==> src/sv/adpcm_dec_pkg.sv <==
// ----------------------------------------------------------------------------
// adpcm_dec_pkg
// shared types, constants and helpers of the block adpcm decoder
// ----------------------------------------------------------------------------
package adpcm_dec_pkg;

   localparam int CHANNELS_DEFAULT = 2;

   // tap tables: five signed 8-bit coefficients, entry i at bits 8i
   localparam int TAP_TABLE_W  = 40;
   localparam int TAP_W        = 8;
   localparam int FILTER_COUNT = 5;
   localparam logic [TAP_TABLE_W-1:0] FIRST_TAP_RESET  = 40'h7A62733C00;
   localparam logic [TAP_TABLE_W-1:0] SECOND_TAP_RESET = 40'hC4C9CC0000;

   localparam int SAMPLE_W = 16;
   localparam int SHIFT_W  = 4;
   localparam int FILTER_W = 3;
   localparam logic [SHIFT_W-1:0]  SHIFT_BASE = 4'hC;
   localparam logic signed [SAMPLE_W-1:0] SAMPLE_MAX = 16'sh7FFF;
   localparam logic signed [SAMPLE_W-1:0] SAMPLE_MIN = 16'sh8000;

   // csr port
   localparam int CSR_ADDR_W = 4;
   localparam int CSR_DATA_W = 64;

   typedef enum logic {
      REG_FIRST_TAP  = 1'b0,
      REG_SECOND_TAP = 1'b1
   } reg_index_type;

   typedef struct packed {
      logic       chan;
      logic       is_header;
      logic [7:0] in_byte;
   } req_type;

   typedef struct packed {
      logic signed [SAMPLE_W-1:0] sample;
      logic                       out_chan;
      logic                       last;
   } rsp_type;

   // operands of one sample computation
   typedef struct packed {
      logic [3:0]                 nibble;
      logic [SHIFT_W-1:0]         shift;
      logic [FILTER_W-1:0]        filter;
      logic signed [SAMPLE_W-1:0] recent;
      logic signed [SAMPLE_W-1:0] older;
   } calc_in_type;

   // coefficient select, unused filter codes give zero
   function automatic logic signed [TAP_W-1:0] tap_pick(
      input logic [TAP_TABLE_W-1:0] tbl,
      input logic [FILTER_W-1:0]    sel
   );
      logic signed [TAP_W-1:0] tap;
      case (sel)
         3'd0:    tap = tbl[0*TAP_W +: TAP_W];
         3'd1:    tap = tbl[1*TAP_W +: TAP_W];
         3'd2:    tap = tbl[2*TAP_W +: TAP_W];
         3'd3:    tap = tbl[3*TAP_W +: TAP_W];
         3'd4:    tap = tbl[4*TAP_W +: TAP_W];
         default: tap = '0;
      endcase
      return tap;
   endfunction

endpackage

==> src/sv/four_bit_adpcm_block_decoder_unit.sv <==
// ----------------------------------------------------------------------------
// four_bit_adpcm_block_decoder_unit
// block-based 4-bit adpcm decoder with two-tap prediction, per-channel state
// ----------------------------------------------------------------------------
// path: a taken byte waits in the item register, and its samples pass through the result register
// throughput: header or muted bytes one per cycle; a data byte is held until both its
//    samples are in the single result register, which takes one sample per cycle when not stalled
// reset: synchronous, clears history, shift, filter and enable of every channel,
//    empties both registers and loads the default tap tables
// ----------------------------------------------------------------------------
module four_bit_adpcm_block_decoder_unit #(
   parameter int CHANNELS = adpcm_dec_pkg::CHANNELS_DEFAULT
) (
   input  logic                                   clock,
   input  logic                                   reset,
   // input byte channel
   input  logic                                   req_valid,
   output logic                                   req_stall,
   input  adpcm_dec_pkg::req_type                 req_data,
   // sample channel
   output logic                                   rsp_valid,
   input  logic                                   rsp_stall,
   output adpcm_dec_pkg::rsp_type                 rsp_data,
   // register port
   input  logic                                   csr_psel,
   input  logic                                   csr_penable,
   input  logic                                   csr_pwrite,
   input  logic [adpcm_dec_pkg::CSR_ADDR_W-1:0]   csr_paddr,
   input  logic [adpcm_dec_pkg::CSR_DATA_W-1:0]   csr_pwdata,
   output logic [adpcm_dec_pkg::CSR_DATA_W-1:0]   csr_prdata,
   output logic                                   csr_pready
);
   import adpcm_dec_pkg::*;

   localparam int CHAN_IDX_W = (CHANNELS > 1) ? $clog2(CHANNELS) : 1;

   // tap tables
   logic [TAP_TABLE_W-1:0] first_tap_ff,  first_tap_in;
   logic [TAP_TABLE_W-1:0] second_tap_ff, second_tap_in;

   // item register and nibble phase
   req_type item_ff,       item_in;
   logic    item_valid_ff, item_valid_in;
   logic    phase_ff,      phase_in;

   // result register
   rsp_type rsp_ff,       rsp_in;
   logic    rsp_valid_ff, rsp_valid_in;

   // per-channel decoder state
   logic signed [SAMPLE_W-1:0] recent_ff  [CHANNELS];
   logic signed [SAMPLE_W-1:0] recent_in  [CHANNELS];
   logic signed [SAMPLE_W-1:0] older_ff   [CHANNELS];
   logic signed [SAMPLE_W-1:0] older_in   [CHANNELS];
   logic [SHIFT_W-1:0]         shift_ff   [CHANNELS];
   logic [SHIFT_W-1:0]         shift_in   [CHANNELS];
   logic [FILTER_W-1:0]        filter_ff  [CHANNELS];
   logic [FILTER_W-1:0]        filter_in  [CHANNELS];
   logic                       enabled_ff [CHANNELS];
   logic                       enabled_in [CHANNELS];

   logic [CHAN_IDX_W-1:0]      idx;
   logic                       chan_ok;
   logic                       data_live;
   logic                       rsp_free;
   logic                       emit;
   logic                       item_done;
   logic                       accept_in;
   logic                       csr_write;
   logic [3:0]                 hdr_lo;
   logic [3:0]                 hdr_hi;
   calc_in_type                calc_in;
   logic signed [SAMPLE_W-1:0] sample;

   // ---------------------------------------------------------------- csr port
   assign csr_pready = 1'b1;
   assign csr_write  = csr_psel && csr_penable && csr_pwrite && csr_pready;

   // low address bits are a byte offset inside the 64-bit register slot
   always_comb begin
      first_tap_in  = first_tap_ff;
      second_tap_in = second_tap_ff;
      if (csr_write) begin
         unique case (csr_paddr[3])
            REG_FIRST_TAP:  first_tap_in  = csr_pwdata[TAP_TABLE_W-1:0];
            REG_SECOND_TAP: second_tap_in = csr_pwdata[TAP_TABLE_W-1:0];
            default:        first_tap_in  = first_tap_ff;
         endcase
      end
   end

   always_comb begin
      unique case (csr_paddr[3])
         REG_FIRST_TAP:  csr_prdata = CSR_DATA_W'(first_tap_ff);
         REG_SECOND_TAP: csr_prdata = CSR_DATA_W'(second_tap_ff);
         default:        csr_prdata = '0;
      endcase
   end

   // ---------------------------------------------------------------- control
   // a channel number past the configured count is dropped without a result
   assign idx     = CHAN_IDX_W'(item_ff.chan);
   assign chan_ok = (32'(item_ff.chan) < CHANNELS);

   // data byte in an enabled block produces two samples, one per cycle while the result register is free
   assign data_live = item_valid_ff && !item_ff.is_header && chan_ok && enabled_ff[idx];
   assign rsp_free  = !rsp_valid_ff || !rsp_stall;
   assign emit      = data_live && rsp_free;

   // headers, muted and stray bytes retire without stalling the byte channel; data after its high nibble
   assign item_done = item_valid_ff && (!data_live || (emit && phase_ff));
   assign req_stall = item_valid_ff && !item_done;
   assign accept_in = req_valid && !req_stall;

   always_comb begin
      item_in       = item_ff;
      item_valid_in = item_valid_ff;
      if (accept_in) begin
         item_in       = req_data;
         item_valid_in = 1'b1;
      end else if (item_done) begin
         item_valid_in = 1'b0;
      end
   end

   // phase wraps back to the low nibble after the second sample
   assign phase_in = emit ? !phase_ff : phase_ff;

   // ---------------------------------------------------------------- datapath
   assign calc_in.nibble = phase_ff ? item_ff.in_byte[7:4] : item_ff.in_byte[3:0];
   assign calc_in.shift  = shift_ff[idx];
   assign calc_in.filter = filter_ff[idx];
   assign calc_in.recent = recent_ff[idx];
   assign calc_in.older  = older_ff[idx];

   adpcm_dec_sample u_sample (
      .calc_in     (calc_in),
      .first_taps  (first_tap_ff),
      .second_taps (second_tap_ff),
      .sample      (sample)
   );

   // result register, refilled in the same cycle its sample is transferred
   always_comb begin
      rsp_in       = rsp_ff;
      rsp_valid_in = rsp_valid_ff;
      if (emit) begin
         rsp_in.sample   = sample;
         rsp_in.out_chan = item_ff.chan;
         rsp_in.last     = phase_ff;
         rsp_valid_in    = 1'b1;
      end else if (!rsp_stall) begin
         rsp_valid_in = 1'b0;
      end
   end

   assign rsp_valid = rsp_valid_ff;
   assign rsp_data  = rsp_ff;

   // ---------------------------------------------------------------- channel state
   assign hdr_lo = item_ff.in_byte[3:0];
   assign hdr_hi = item_ff.in_byte[7:4];

   always_comb begin
      recent_in  = recent_ff;
      older_in   = older_ff;
      shift_in   = shift_ff;
      filter_in  = filter_ff;
      enabled_in = enabled_ff;
      // history moves along with every sample handed to the result register
      if (emit) begin
         older_in[idx]  = recent_ff[idx];
         recent_in[idx] = sample;
      end
      // header: shift clamps at zero, a filter code of five or more mutes the block
      if (item_valid_ff && item_ff.is_header && chan_ok) begin
         shift_in[idx] = (hdr_lo > SHIFT_BASE) ? '0 : SHIFT_BASE - hdr_lo;
         if (32'(hdr_hi) < FILTER_COUNT) begin
            filter_in[idx]  = hdr_hi[FILTER_W-1:0];
            enabled_in[idx] = 1'b1;
         end else begin
            enabled_in[idx] = 1'b0;
         end
      end
   end

   // ---------------------------------------------------------------- registers
   always_ff @(posedge clock) begin
      if (reset) begin
         first_tap_ff  <= FIRST_TAP_RESET;
         second_tap_ff <= SECOND_TAP_RESET;
         item_valid_ff <= 1'b0;
         phase_ff      <= 1'b0;
         rsp_valid_ff  <= 1'b0;
         for (int c = 0; c < CHANNELS; c++) begin
            recent_ff[c]  <= '0;
            older_ff[c]   <= '0;
            shift_ff[c]   <= '0;
            filter_ff[c]  <= '0;
            enabled_ff[c] <= 1'b0;
         end
      end else begin
         first_tap_ff  <= first_tap_in;
         second_tap_ff <= second_tap_in;
         item_valid_ff <= item_valid_in;
         phase_ff      <= phase_in;
         rsp_valid_ff  <= rsp_valid_in;
         recent_ff     <= recent_in;
         older_ff      <= older_in;
         shift_ff      <= shift_in;
         filter_ff     <= filter_in;
         enabled_ff    <= enabled_in;
      end
   end

   // payload registers
   always_ff @(posedge clock) begin
      item_ff <= item_in;
      rsp_ff  <= rsp_in;
   end

endmodule

==> src/sv/adpcm_dec_sample.sv <==
// ----------------------------------------------------------------------------
// adpcm_dec_sample
// one nibble to one clamped sample: scaled nibble plus two-tap prediction
// ----------------------------------------------------------------------------
module adpcm_dec_sample (
   input  adpcm_dec_pkg::calc_in_type                    calc_in,
   input  logic [adpcm_dec_pkg::TAP_TABLE_W-1:0]         first_taps,
   input  logic [adpcm_dec_pkg::TAP_TABLE_W-1:0]         second_taps,
   output logic signed [adpcm_dec_pkg::SAMPLE_W-1:0]     sample
);
   import adpcm_dec_pkg::*;

   logic signed [TAP_W-1:0] f0;
   logic signed [TAP_W-1:0] f1;
   logic signed [3:0]       nib_s;
   logic signed [17:0]      scaled;
   logic signed [23:0]      prod1;
   logic signed [23:0]      prod2;
   logic signed [24:0]      pred;
   logic signed [24:0]      pred_adj;
   logic signed [16:0]      quot;
   logic signed [17:0]      sum;

   assign f0    = tap_pick(first_taps, calc_in.filter);
   assign f1    = tap_pick(second_taps, calc_in.filter);
   assign nib_s = calc_in.nibble;

   assign scaled = 18'(nib_s) <<< calc_in.shift;

   assign prod1 = 24'(calc_in.recent) * 24'(f0);
   assign prod2 = 24'(calc_in.older) * 24'(f1);
   assign pred  = 25'(prod1) + 25'(prod2);

   // divide by 256, rounding toward zero
   assign pred_adj = pred[24] ? pred + 25'sd255 : pred;
   assign quot     = 17'(pred_adj >>> 8);

   assign sum = scaled + 18'(quot);

   always_comb begin
      if (sum > 18'(SAMPLE_MAX)) begin
         sample = SAMPLE_MAX;
      end else if (sum < 18'(SAMPLE_MIN)) begin
         sample = SAMPLE_MIN;
      end else begin
         sample = sum[SAMPLE_W-1:0];
      end
   end

endmodule

==> config.mk <==
export PLATFORM = sky130hd
export DESIGN_NAME = four_bit_adpcm_block_decoder_unit
export DESIGN_NICKNAME = d
export VERILOG_FILES = /design/src/sv/adpcm_dec_pkg.sv /design/src/sv/four_bit_adpcm_block_decoder_unit.sv /design/src/sv/adpcm_dec_sample.sv
export SDC_FILE = /design/constraint.sdc
export NUM_CORES = 1
export LEC_CHECK = 0
export BUFFER_PORTS_ARGS = -buffer_cell sky130_fd_sc_hd__clkbuf_2
export CORE_ASPECT_RATIO = 0.75
export CORE_MARGIN = 5
export CORE_UTILIZATION = 50
export CTS_BUF_LIST = sky130_fd_sc_hd__clkbuf_8
export CTS_CLUSTER_DIAMETER = 40
export DETAILED_ROUTE_END_ITERATION = 6
export GPL_ROUTABILITY_DRIVEN = 0
export PLACE_DENSITY = 0.66
export SLEW_MARGIN = 0
export SYNTH_ARGS = -nofsm -noshare
export SYNTH_HDL_FRONTEND = slang
export SYNTH_SLANG_ARGS = --single-unit
==> constraint.sdc <==
create_clock -name clock -period 19 [get_ports clock]
set_input_delay 0 -clock clock [delete_from_list [all_inputs] [get_ports clock]]
set_output_delay 0 -clock clock [all_outputs]
set_load 0.03 [all_outputs]
==> summary.md <==
• # placed instances: 2778
• number of flip-flops and latches in the synthesized netlist: 191
• internal cell power: 0.596 mW
• die footprint: 42900 sq um
• arrival time of the worst setup path: 13.63 ns
• logic depth of the worst register-to-register path: 39
• final worst-path cycle share: 69.5%
• Synth Flop Type: dfxtp_1
• power share of the combinational group: 20.3%
• reported max-cap violation count: 0
• layout net count: 2769
• area post-placement: 20400 sq um
• height of the chip: 181 um
• starting utilization of the core area: 50.7%
• synthesized netlist cell count: 2217
• post-route design area: 21400 sq um
• P_leak: 9.74 nW
• number of standard-cell rows in the floorplan: 62
• ranking of synthesized cells by instance count: nand2_1 (346), inv_1 (297), fa_1 (256)
• worst hold slack: 0.0582 ns
• first-pass GRT wire length: 88300 um
• Pins Over Slew Limit: 0
• cell with the largest stage delay on the worst path: mux2i_1
• dominant cell by count in the synthesized netlist: nand2_1
• cell type with the largest total area after synthesis: fa_1
• antenna diode count: 0
• count of synthesis-stage warnings from yosys: 0
• highest ir drop seen on vdd: 0.0416 mV
• Core Area: 38300 sq um
• antenna-violating nets left: 0
• number of flops mapped to enable cells by yosys: 28
• cell depth of the worst setup path: 39
• final critical-path required period: 13.20 ns
• total grt overflow: 0
• sequential element share of the synthesized area: 21.1%
• clock tree root buffer cell: clkbuf_8
• sequential share of power: 46.2%
• number of distinct library cells after synthesis: 79
• CP Launch Point: idx
• Crit path top cell by count: fa_1
• Worst setup SP type: flop
• Max stage delay on crit path: 0.85 ns
• Pwr Total: 0.919 mW
• outcome: complete, no violations
• total setup violations reported at the end of the flow: 0
• Area growth, synth to finish: 10.4%
• worst-case clock buffer depth: 2
• clock tree from TritonCTS: built
• iteration-0 DRC count of the detailed router: 1409
• worst-skew pair later-pin latency: 0.53 ns
• worst setup skew after layout: 0.0300 ns
• Max H-tree Level: 4
• drt wl/cell: 18.8 um
• count of final hold-check violations: 0
• classification of the worst-slack hold path: primary input to flop
• Synth area leaders: fa_1 (26%), dfxtp_1 (17%), nand2_1 (6.7%)
• CTS clock-pin slew for the worst setup and hold paths: 0.14 ns
• clock buffers created by TritonCTS: 17
• transition at the pin with the smallest max-transition slack: 1.22 ns
• final instance count without filler cells: 2866
• setup repair after global routing missed its margin: false
• last element of the critical path: recent_ff[29]
• number of antenna violations at the first check in global routing: 0
• IO Port Bufs: 117
• count of vias placed by the detailed router: 15.8k
• total buffers and inverters traversed by the critical path: 5
• netlist area before placement: 19400 sq um
• Synth top area share: 26.4%
• number of I/O pins: 170
• total wire length: 53800 um
• number of detailed-routing iterations run before antenna repair: 7
• HPWL after DPL: 42600 um
• Max Fanout on Critical Path: 33
• horizontal die dimension: 238 um
• DR vias/cell: 5.50
• postcts setup bufs: 0
• switching component of the power: 0.324 mW
• Post-Route Setup TNS: 0 ns
• endpoint of the lowest-slack register-to-register path: recent_ff[29]
• vias in the first global route: 16.1k
• cell area power density: 42.9 nW/um^2
• worst path required time: 19.44 ns
• proportion of synthesized flip-flops having asynchronous set or reset: 0%
• share of cells above drive strength 1: 11.8%
• global-route total usage across every layer: 25.6%
• Worst Setup End Kind: flop
• number of clock sinks: 191
• Highest Clock Rate: 75.8 MHz
• Relative slew margins: 18.9%
• Avg Synthesized Cell Area: 8.76 sq um
• Crit Path Category: flop to flop
• crit-path leading delay family: adder cells
• DRC violations left: 0
• net switching share of the total power: 35.2%
• pin count of the biggest net entering global routing: 114
• part of the power in the clock network: 33.5%
• launching point of the worst reg2reg path: idx
• slack of the worst reg-to-reg path: 5.80 ns
cell families (layout without fill, tap and decap cells):
logic type               count (synthesis)  after routing  share of synthesized area (%)
buffers and inverters                  412            526                           8.51
other                                    2             25                         0.0387
AO/OA/AOI/OAI                          327            327                           11.0
flip-flops                             191            191                           21.1
XOR/XNOR                                56             56                           2.60
multiplexers                           144            144                           8.00
adder cells (fa/ha/maj)                343            343                           32.0
AND/OR/NAND/NOR                        742            742                           16.7
sequential cells by signal (all words and copies together) (netlist names), 6 cells and up, named ones only:
name,flops
filter_ff,6
recent_ff,32
second_tap_ff,40
shift_ff,8
rsp_data,18
first_tap_ff,40
older_ff,32
layout make-up:
cell class / count / area (sq um)
Multi-Input combinational cell: 1637 / 13800
Timing Repair Buffer: 196 / 1320
Tap cell: 512 / 641
Sequential cell: 191 / 4100
Clock inverter: 15 / 233
Clock buffer: 17 / 234
Fill cell: 3501 / 16900
Inverter: 298 / 1120
power by group through the flow:
stage	Clock (mW)	Combinational [mW]	Sequential, mW
6_report	0.308	0.186	0.425
2_1_floorplan	0	0.127	0.432
4_1_cts	0.311	0.184	0.425
3_5_place_dp	0	0.173	0.434
5_1_grt	0.330	0.202	0.426
3_3_place_gp	0	0.171	0.433
stage by stage:
stage	setup WS (ns)	utilization, %
final	5.80	55.9
after CTS	5.86	55.9
after floorplan	8.07	-
after global placement	6.18	53.3
after detailed placement	5.97	53.3
after global routing	5.00	55.9
worst min-delay path by stage:
stage | start | end | slack, ns | cells past startpoint
floorplan | req_data[4] | hdr_hi[0] | 0.1 | 0
global placement | req_data[0] | hdr_lo[0] | 0.18 | 1
detailed placement | req_data[3] | hdr_lo[3] | 0.18 | 1
CTS | reset | recent_ff[15] | 0.02 | 2
global route | reset | recent_ff[15] | 0.05 | 2
finish | reset | older_ff[13] | 0.06 | 2
cell usage in the layout (no fill, tap or decap), types with 6 or more instances in the layout:
cell,n
a211oi_1,50
a21o_1,29
a21oi_1,121
and2_1,14
and3_1,8
buf_4,24
clkbuf_2,116
clkbuf_8,17
clkinv_8,6
conb_1,25
dfxtp_1,163
dlygate4sd3_1,56
edfxtp_1,28
fa_1,256
ha_1,87
inv_1,297
mux2_2,65
mux2i_1,74
nand2_1,346
nand2b_1,14
nand3_1,17
nand3b_1,47
nand4_1,10
nor2_1,230
nor2b_1,11
nor3_1,12
o21a_1,8
o21ai_0,29
o21ai_1,11
o22ai_1,19
or2_2,13
or3_1,6
xnor2_1,35
xor2_1,19
timing repair:
item                      in CTS  in global routing
hold buffers                  56                  0
resized for setup              0                  0
hold endpoints to repair      92                  0
routing by layer:
| layer | part of all wire [%] | vias up | global-route usage (%) |
|---|---|---|---|
| li1 | - | 7392 | - |
| met1 | 47 | 7785 | 38.5 |
| met2 | 44 | 544 | 39.2 |
| met3 | 7.5 | 53 | 4.67 |
| met4 | 1.5 | 0 | 4.73 |
| met5 | 0 | - | 0 |
Power figures use the tool's default switching activity.
